==> config.mk <==
export PLATFORM = sky130hd
export DESIGN_NAME = row_cache_age_count_replacement
export DESIGN_NICKNAME = d
export VERILOG_FILES = /design/src/design/rcac_pkg.sv /design/src/design/row_cache_age_count_replacement.sv /design/src/design/rcac_cell.sv
export SDC_FILE = /design/constraint.sdc
export NUM_CORES = 2
export LEC_CHECK = 0
export ABC_CLOCK_PERIOD_IN_PS = 12700
export BUFFER_PORTS_ARGS = -buffer_cell sky130_fd_sc_hd__buf_2
export CORE_MARGIN = 1.5
export CORE_UTILIZATION = 40
export CTS_CLUSTER_DIAMETER = 30
export DETAILED_ROUTE_END_ITERATION = 12
export SYNTH_ARGS = -nofsm -noshare
export SYNTH_HDL_FRONTEND = slang
export SYNTH_SLANG_ARGS = --single-unit
==> constraint.sdc <==
create_clock -name clk -period 12.7 [get_ports clk]
set_input_delay 1.27 -clock clk [delete_from_list [all_inputs] [get_ports clk]]
set_output_delay 1.27 -clock clk [all_outputs]
set_load 0.005 [all_outputs]
==> src/design/rcac_pkg.sv <==
// shared types and constants for the row cache age count replacement block
// no dependencies
`timescale 1ns / 1ps
`default_nettype none

package rcac_pkg;

	localparam int SLOTS_DEF    = 16;
	localparam int ROW_BITS_DEF = 16;
	localparam int AGE_BITS_DEF = 16;

	localparam int ROW_W     = 16;
	localparam int SLOT_W    = 4;
	localparam int SIU_W     = 5;
	localparam int ROWCNT_W  = 17;
	localparam int CFG_IDX_W = 2;
	localparam int CFG_W     = 17;

	localparam logic [CFG_IDX_W-1:0] REG_BYPASS    = 2'd0;
	localparam logic [CFG_IDX_W-1:0] REG_SLOTS_USE = 2'd1;
	localparam logic [CFG_IDX_W-1:0] REG_ROW_COUNT = 2'd2;

	typedef enum logic [1:0] {
		ST_IDLE,
		ST_ACCESS,
		ST_SETTLE
	} state_t;

	// per-cell update control
	typedef struct packed {
		logic upd;
		logic sel;
		logic load;
	} cell_ctl_t;

endpackage

`default_nettype wire

==> src/design/row_cache_age_count_replacement.sv <==
// Tag and replacement controller for a fully associative row cache. A request
// is taken when start is high and busy is low; its result is registered out of
// the ACCESS state and shown for one cycle with done high, and cannot be stalled.
// Bypass and out-of-range requests go from ACCESS straight back to idle. A lookup
// that touches the cache goes on to SETTLE: after the ages change, the victim
// search ripples through the row of slot cells one cell per clock, and busy
// stays high until it reaches the last cell.
// depends on rcac_pkg and rcac_cell
`timescale 1ns / 1ps
`default_nettype none

module row_cache_age_count_replacement #(
	parameter int SLOTS    = rcac_pkg::SLOTS_DEF,
	parameter int ROW_BITS = rcac_pkg::ROW_BITS_DEF,
	parameter int AGE_BITS = rcac_pkg::AGE_BITS_DEF
) (
	input  wire                               clk,
	input  wire                               arst_n,
	input  wire                               start,
	output logic                              busy,
	input  wire  [rcac_pkg::ROW_W-1:0]        row,
	output logic                              done,
	output logic                              hit,
	output logic [rcac_pkg::SLOT_W-1:0]       slot,
	output logic                              evict_valid,
	output logic [rcac_pkg::ROW_W-1:0]        evicted_row,
	output logic                              range_error,
	input  wire                               cfg_write,
	input  wire  [rcac_pkg::CFG_IDX_W-1:0]    cfg_index,
	input  wire  [rcac_pkg::CFG_W-1:0]        cfg_data
);

	localparam int IW = (SLOTS > 1) ? $clog2(SLOTS) : 1;
	localparam int FW = $clog2(SLOTS + 1);
	localparam int SIU_RST = (SLOTS < 16) ? SLOTS : 16;

	rcac_pkg::state_t state_q, state_d;
	logic [IW-1:0]    cnt_q, cnt_d;
	logic [FW-1:0]    fill_q;

	logic                                bypass_q;
	logic [rcac_pkg::SIU_W-1:0]          siu_q;
	logic [rcac_pkg::ROWCNT_W-1:0]       row_count_q;
	logic [rcac_pkg::ROW_W-1:0]          row_q;

	logic                                done_q;
	logic                                hit_q;
	logic [rcac_pkg::SLOT_W-1:0]         slot_q;
	logic                                evict_q;
	logic [rcac_pkg::ROW_W-1:0]          evicted_q;
	logic                                rerr_q;

	logic [ROW_BITS-1:0]  req_tag;
	logic [SLOTS-1:0]     match;
	logic [SLOTS-1:0]     cvalid;
	logic [ROW_BITS-1:0]  ctag   [SLOTS];
	logic [AGE_BITS-1:0]  ch_age [SLOTS+1];
	logic [IW-1:0]        ch_idx [SLOTS+1];
	logic [ROW_BITS-1:0]  ch_tag [SLOTS+1];
	logic                 ch_val [SLOTS+1];
	rcac_pkg::cell_ctl_t  ctl    [SLOTS];

	logic          in_range;
	logic          hit_any;
	logic [IW-1:0] hit_idx;
	logic          can_fill;
	logic [IW-1:0] use_idx;
	logic          do_update;
	logic          evict;
	logic [rcac_pkg::SIU_W-1:0] siu_wr;

	assign req_tag = ROW_BITS'(row_q);

	// chain head: no age yet, default victim is slot 0
	assign ch_age[0] = '0;
	assign ch_idx[0] = '0;
	assign ch_tag[0] = ctag[0];
	assign ch_val[0] = cvalid[0];

	for (genvar i = 0; i < SLOTS; i++) begin : g_cell
		assign ctl[i].upd  = do_update;
		assign ctl[i].sel  = (use_idx == IW'(i));
		assign ctl[i].load = !hit_any;

		rcac_cell #(
			.ROW_BITS (ROW_BITS),
			.AGE_BITS (AGE_BITS),
			.IW       (IW),
			.IDX      (i)
		) u_cell (
			.clk       (clk),
			.arst_n    (arst_n),
			.ctl       (ctl[i]),
			.req_tag   (req_tag),
			.match     (match[i]),
			.valid     (cvalid[i]),
			.tag       (ctag[i]),
			.in_age    (ch_age[i]),
			.in_idx    (ch_idx[i]),
			.in_tag    (ch_tag[i]),
			.in_valid  (ch_val[i]),
			.out_age   (ch_age[i+1]),
			.out_idx   (ch_idx[i+1]),
			.out_tag   (ch_tag[i+1]),
			.out_valid (ch_val[i+1])
		);
	end

	// tags are unique among valid slots, so at most one match bit is set
	always_comb begin
		hit_idx = '0;
		for (int i = 0; i < SLOTS; i++) begin
			if (match[i]) begin
				hit_idx = hit_idx | IW'(i);
			end
		end
	end

	always_comb begin
		siu_wr = cfg_data[rcac_pkg::SIU_W-1:0];
		if (siu_wr == '0) begin
			siu_wr = rcac_pkg::SIU_W'(1);
		end else if (int'(siu_wr) > SLOTS) begin
			siu_wr = rcac_pkg::SIU_W'(SLOTS);
		end
	end

	always_comb begin
		in_range  = {1'b0, row_q} < row_count_q;
		hit_any   = |match;
		can_fill  = (int'(fill_q) < int'(siu_q)) && (int'(fill_q) < SLOTS);
		if (hit_any) begin
			use_idx = hit_idx;
		end else if (can_fill) begin
			use_idx = IW'(fill_q);
		end else begin
			use_idx = ch_idx[SLOTS];
		end
		evict     = !hit_any && !can_fill && ch_val[SLOTS];
		do_update = (state_q == rcac_pkg::ST_ACCESS) && !bypass_q && in_range;

		state_d = state_q;
		cnt_d   = cnt_q;
		unique case (state_q)
			rcac_pkg::ST_IDLE: begin
				if (start) begin
					state_d = rcac_pkg::ST_ACCESS;
				end
			end
			rcac_pkg::ST_ACCESS: begin
				if (do_update) begin
					state_d = rcac_pkg::ST_SETTLE;
					cnt_d   = IW'(SLOTS - 1);
				end else begin
					state_d = rcac_pkg::ST_IDLE;
				end
			end
			rcac_pkg::ST_SETTLE: begin
				if (cnt_q == '0) begin
					state_d = rcac_pkg::ST_IDLE;
				end else begin
					cnt_d = cnt_q - IW'(1);
				end
			end
			default: begin
				state_d = rcac_pkg::ST_IDLE;
			end
		endcase
	end

	always_ff @(posedge clk or negedge arst_n) begin
		if (!arst_n) begin
			state_q <= rcac_pkg::ST_IDLE;
			cnt_q   <= '0;
		end else begin
			state_q <= state_d;
			cnt_q   <= cnt_d;
		end
	end

	always_ff @(posedge clk or negedge arst_n) begin
		if (!arst_n) begin
			bypass_q    <= 1'b0;
			siu_q       <= rcac_pkg::SIU_W'(SIU_RST);
			row_count_q <= rcac_pkg::ROWCNT_W'(65536);
		end else if (cfg_write) begin
			unique case (cfg_index)
				rcac_pkg::REG_BYPASS:    bypass_q    <= cfg_data[0];
				rcac_pkg::REG_SLOTS_USE: siu_q       <= siu_wr;
				rcac_pkg::REG_ROW_COUNT: row_count_q <= cfg_data;
				default: ;
			endcase
		end
	end

	always_ff @(posedge clk or negedge arst_n) begin
		if (!arst_n) begin
			fill_q <= '0;
		end else if (do_update && !hit_any && can_fill) begin
			fill_q <= fill_q + FW'(1);
		end
	end

	always_ff @(posedge clk) begin
		if (state_q == rcac_pkg::ST_IDLE && start) begin
			row_q <= row;
		end
	end

	always_ff @(posedge clk or negedge arst_n) begin
		if (!arst_n) begin
			done_q <= 1'b0;
		end else begin
			done_q <= (state_q == rcac_pkg::ST_ACCESS);
		end
	end

	// result of the transaction
	always_ff @(posedge clk) begin
		if (state_q == rcac_pkg::ST_ACCESS) begin
			hit_q     <= 1'b0;
			slot_q    <= '0;
			evict_q   <= 1'b0;
			evicted_q <= '0;
			rerr_q    <= 1'b0;
			if (!bypass_q) begin
				if (!in_range) begin
					rerr_q <= 1'b1;
				end else begin
					hit_q   <= hit_any;
					slot_q  <= rcac_pkg::SLOT_W'(use_idx);
					evict_q <= evict;
					if (evict) begin
						evicted_q <= rcac_pkg::ROW_W'(ch_tag[SLOTS]);
					end
				end
			end
		end
	end

	assign busy        = (state_q != rcac_pkg::ST_IDLE);
	assign done        = done_q;
	assign hit         = hit_q;
	assign slot        = slot_q;
	assign evict_valid = evict_q;
	assign evicted_row = evicted_q;
	assign range_error = rerr_q;

endmodule

`default_nettype wire

==> src/design/rcac_cell.sv <==
// one cache slot cell: tag, valid, age, and one stage of the victim chain
// depends on rcac_pkg
`timescale 1ns / 1ps
`default_nettype none

module rcac_cell #(
	parameter int ROW_BITS = rcac_pkg::ROW_BITS_DEF,
	parameter int AGE_BITS = rcac_pkg::AGE_BITS_DEF,
	parameter int IW       = 4,
	parameter int IDX      = 0
) (
	input  wire                      clk,
	input  wire                      arst_n,
	input  rcac_pkg::cell_ctl_t      ctl,
	input  wire  [ROW_BITS-1:0]      req_tag,
	output logic                     match,
	output logic                     valid,
	output logic [ROW_BITS-1:0]      tag,
	input  wire  [AGE_BITS-1:0]      in_age,
	input  wire  [IW-1:0]            in_idx,
	input  wire  [ROW_BITS-1:0]      in_tag,
	input  wire                      in_valid,
	output logic [AGE_BITS-1:0]      out_age,
	output logic [IW-1:0]            out_idx,
	output logic [ROW_BITS-1:0]      out_tag,
	output logic                     out_valid
);

	logic [ROW_BITS-1:0] tag_q;
	logic                valid_q;
	logic [AGE_BITS-1:0] age_q;
	logic [AGE_BITS-1:0] best_age_q;
	logic [IW-1:0]       best_idx_q;
	logic [ROW_BITS-1:0] best_tag_q;
	logic                best_valid_q;

	always_ff @(posedge clk or negedge arst_n) begin
		if (!arst_n) begin
			valid_q <= 1'b0;
			age_q   <= '0;
		end else if (ctl.upd) begin
			if (ctl.sel) begin
				age_q   <= '0;
				valid_q <= 1'b1;
			end else if (valid_q && (age_q != {AGE_BITS{1'b1}})) begin
				age_q <= age_q + AGE_BITS'(1);
			end
		end
	end

	always_ff @(posedge clk) begin
		if (ctl.upd && ctl.sel && ctl.load) begin
			tag_q <= req_tag;
		end
	end

	// running maximum, first slot wins on a tie
	always_ff @(posedge clk or negedge arst_n) begin
		if (!arst_n) begin
			best_age_q   <= '0;
			best_idx_q   <= '0;
			best_tag_q   <= '0;
			best_valid_q <= 1'b0;
		end else if (age_q > in_age) begin
			best_age_q   <= age_q;
			best_idx_q   <= IW'(IDX);
			best_tag_q   <= tag_q;
			best_valid_q <= 1'b1;
		end else begin
			best_age_q   <= in_age;
			best_idx_q   <= in_idx;
			best_tag_q   <= in_tag;
			best_valid_q <= in_valid;
		end
	end

	assign match     = valid_q && (tag_q == req_tag);
	assign valid     = valid_q;
	assign tag       = tag_q;
	assign out_age   = best_age_q;
	assign out_idx   = best_idx_q;
	assign out_tag   = best_tag_q;
	assign out_valid = best_valid_q;

endmodule

`default_nettype wire

==> metrics.md <==
| Metric | Value |
|---|---|
| Outcome | complete, no violations |
| Fin. Hold Viols | 0 |
| Worst hold endpoint | g_cell[0].u_cell.out_tag[13]$_DFF_PN0_ |
| Wire per inst | 19.1 um |
| Finish-stage setup viols | 0 |
| 1st-pass router iterations | 5 |
| Share of cells above drive strength 1 | 23.4% |
| Async SR Flop Fraction | roughly three quarters |
| # port buffers | 63 |
| Yosys warnings | 0 |
| Hold Path Class | flop to flop |
| Setup bufs post-CTS | 0 |
| Reg-to-reg endpoint | g_cell[15].u_cell.age_q[7]$_DFFE_PN0P_ |
| Die area | 0.141 sq mm |
| Sequential area share after synthesis | between 50% and 60% |
| Yosys reg bits | ~1,200 |
| Antenna Nets Post-Route | 0 |
| Largest family of logic cells by synthesized area | simple AND/OR/NAND/NOR gates |
| Pwr Density | 233 mW/mm^2 |
| Cts hold-fix bufs | 0 |
| Simple-gate share of the synthesized area | a little over a tenth |
| HPWL reported at the end of detailed placement | a little under 90,000 um |
| Post-Synth XOR/XNOR Area | around 4.6% |
| Worst stage delay on the critical path | just over 0.8 ns |
| Highest clock rate | around 200 MHz |
| Post_cts resized | 0 |
| Clk buf depth | 3 |
| Clock transition at path regs | 0.05 ns |
| CP Data Required Time | roughly 13 ns |
| Unique masters post-synth | roughly 90 |
| Max H-tree Level | 4 |
| Most frequent cells in the layout | dfrtp_1, mux2_2, inv_1, edfxtp_1, ha_1 |
| CTS tree | built |
| Die W | ~370 um |
| Post-Place Cells | approximately 6,300 |
| First-pass GRT wire length | about 210,000 um |
| Layout Cells excl Fill | 6,786 |
| Mux contribution to synthesized area | approximately a tenth |
| Vias per cell | around 5.2 |
| Placeable Area | about 0.14 sq mm |
| Max Cap Viol | 0 |
| Io pins | 64 |
| Area added between synthesis and finish | 19.8% |
| CP max-delay cell | nor2_1 |
| Met1 Use GR | between 20% and 30% |
| Total number of vias | between 30,000 and 40,000 |
| Final Wtd Congestion | 0.832 |
| Pin count of the biggest net entering global routing | between 150 and 200 |
| Number of global-route vias before repair | between 30,000 and 40,000 |
| Number of synthesized flops with an enable pin | about 300 |
| Slew at the pin closest to its max-slew limit | 1.16 ns |
| Initial antenna violation count | 3 |
| Main synth FF type | dfrtp_1 |
| Reg2reg start | req_tag[13]$_DFFE_PP_ |
| Cell mode on critical path | o21ai_0 |
| Pleak | 28.6 nW |
| Aggregate global-route resource usage | 18.7% |
| Setup TNS | 0 ns |
| DRC viols | 0 |
| Final WL | about 130,000 um |
| Most common cell after layout, fill and taps aside | dfrtp_1 |
| Slew Limit Fails | 0 |
| M2 GR Usage | 31.2% |
| Die Span Y | ~370 um |
| WHS Path Cells | 0 |
| Crit. End Element | flop |
| Clock Skews | between 0.05 and 0.06 ns |
| FF-to-FF path depth | 11 |
| R2R setup slack | between 7 and 8 ns |
| Final Power | between 15 and 20 mW |
| Peak supply drop | between 0.15 and 0.2 mV |
| Final nets | 5,101 |
| Grt ovf | 0 |
| # clock sinks | 1,163 |
| Min-delay src | g_cell[0].u_cell.tag[13]$_DFFE_PP_ |
| Critical path arrival | 5.70 ns |
| WS Path Type | flop to flop |
| Clk root buf | clkbuf_16 |
| Crit path cell chain | buf_4 -> xor2_1 -> nor4_1 -> nand4_1 -> o32ai_2 -> nor4_4 -> nand3_2 -> o21ai_0 -> nand3_1 -> nor2_1 -> o21ai_0 |
| CP Max Fanout | 30 |
| DR iter-0 viols | about 2,100 |
| RSZ-0062 raised after global routing | false |
| Synth Area per Inst | 12.1 sq um |
| Syn Nets | slightly below 5,000 |
| Initial Util | about two fifths |
| Final core utilization | between 40% and 50% |
| GR Util met3 | 3.49% |
| Gr busiest metal | met2 |
| Adder-cell share of the synthesized area | under 10% |
| Row cnt | ~140 |
| Tcrit/Tclk final | between 30% and 40% |
| Post-Syn Instances | roughly 4,600 |
| Synthesized area | about 0.055 sq mm |
| Min cycle time layout | 5.08 ns |
| Clock Latency Late Sink | roughly 0.83 ns |
| Synth Area in Compound Gates | between 8 and 9% |
| Inserted Clock Buffers | about 230 |
| Startpoint Class | flop |
| Relative slew slack | 22.2% |
==> power by group <==
part	internal (mW)	switching, mW	total [mW]
Combinational	1.71	2.19	3.90
Clock	4.42	2.10	6.52
Sequential	4.66	0.338	5.00
==> critical path, delay by kind of cell, from the launching register on <==
family / cells / cell delay [ns]
flip-flops: 1 / 0.43
buffers and inverters: 1 / 0.46
AND/OR/NAND/NOR: 6 / 2.53
AO/OA/AOI/OAI: 3 / 1.19
XOR/XNOR: 1 / 0.19
==> state kept, by name, summed over array words and instances (netlist names), 16 cells and up <==
name	cells
g_cell.u_cell.out_valid	16
g_cell.u_cell.out_idx	49
g_cell.u_cell.out_age	240
g_cell.u_cell.out_tag	256
req_tag	16
row_count_q	17
g_cell.u_cell.tag	256
evicted_row	16
g_cell.u_cell.valid	16
g_cell.u_cell.age_q	256
==> cell type report <==
class / instances / area [sq um]
Fill cell: 12000 / 71000
Sequential cell: 1163 / 30600
Clock inverter: 161 / 2300
Inverter: 320 / 1200
Clock buffer: 282 / 6300
Antenna cell: 2 / 5.00
Multi-Input combinational cell: 2932 / 22800
Tap cell: 1794 / 2240
Timing Repair Buffer: 132 / 893
==> cells in the mapped netlist (25+ instances only) <==
master | instances | area share, %
nor4_1 | 49 | 0.55
inv_1 | 320 | 2.2
xor2_1 | 208 | 3.3
a21oi_1 | 97 | 0.88
ha_1 | 281 | 6.4
nand2b_1 | 42 | 0.47
nor2_1 | 246 | 1.7
and3_1 | 63 | 0.71
xnor2_1 | 83 | 1.3
nand4_1 | 105 | 1.2
mux2_2 | 484 | 9.8
nand3_1 | 116 | 1.0
a22o_1 | 93 | 1.5
or2_2 | 68 | 0.77
o21a_1 | 64 | 0.87
a21o_1 | 75 | 1.0
nor3_1 | 58 | 0.52
dfrtp_1 | 866 | 39
and2_1 | 40 | 0.45
nand2_1 | 212 | 1.4
nor2b_1 | 57 | 0.64
edfxtp_1 | 295 | 16
clkbuf_1 | 98 | 0.66
o21ai_0 | 214 | 1.9
buf_4 | 25 | 0.34
==> per-stage QoR <==
stage	setup WS (ns)	area [sq um]	hold WS, ns
2_1_floorplan	8.55	55300	0.375
3_3_place_gp	7.77	57700	0.387
3_5_place_dp	7.69	57700	0.382
4_1_cts	7.67	66300	0.388
5_1_grt	7.26	66300	0.404
6_report	7.62	66300	0.389
==> worst max path at each step <==
stage / depth (start not counted) / slack [ns] / endpoint / from
floorplan: 12 / 8.55 / g_cell[9].u_cell.tag[0]$_DFFE_PP_ / req_tag[0]$_DFFE_PP_
global placement: 12 / 7.77 / g_cell[3].u_cell.tag[4]$_DFFE_PP_ / req_tag[6]$_DFFE_PP_
detailed placement: 12 / 7.69 / g_cell[3].u_cell.tag[4]$_DFFE_PP_ / req_tag[6]$_DFFE_PP_
CTS: 12 / 7.67 / g_cell[3].u_cell.tag[2]$_DFFE_PP_ / req_tag[0]$_DFFE_PP_
global route: 11 / 7.26 / g_cell[15].u_cell.age_q[13]$_DFFE_PN0P_ / req_tag[13]$_DFFE_PP_
finish: 11 / 7.62 / g_cell[15].u_cell.age_q[7]$_DFFE_PN0P_ / req_tag[13]$_DFFE_PP_
==> kinds of logic after synthesis <==
family          count (synthesis)
xor+xnor                      292
flops                        1163
compound gates                715
simple gates                 1141
fa+ha+maj                     281
mux                           503
buf+inv                       495
==> routing by layer <==
layer	vias up	wire, um
met5	-	22
met2	764	63300
met3	297	5570
li1	16800	-
met4	4	4350
met1	17700	56600
No activity file was read; power rests on OpenSTA's default activity.
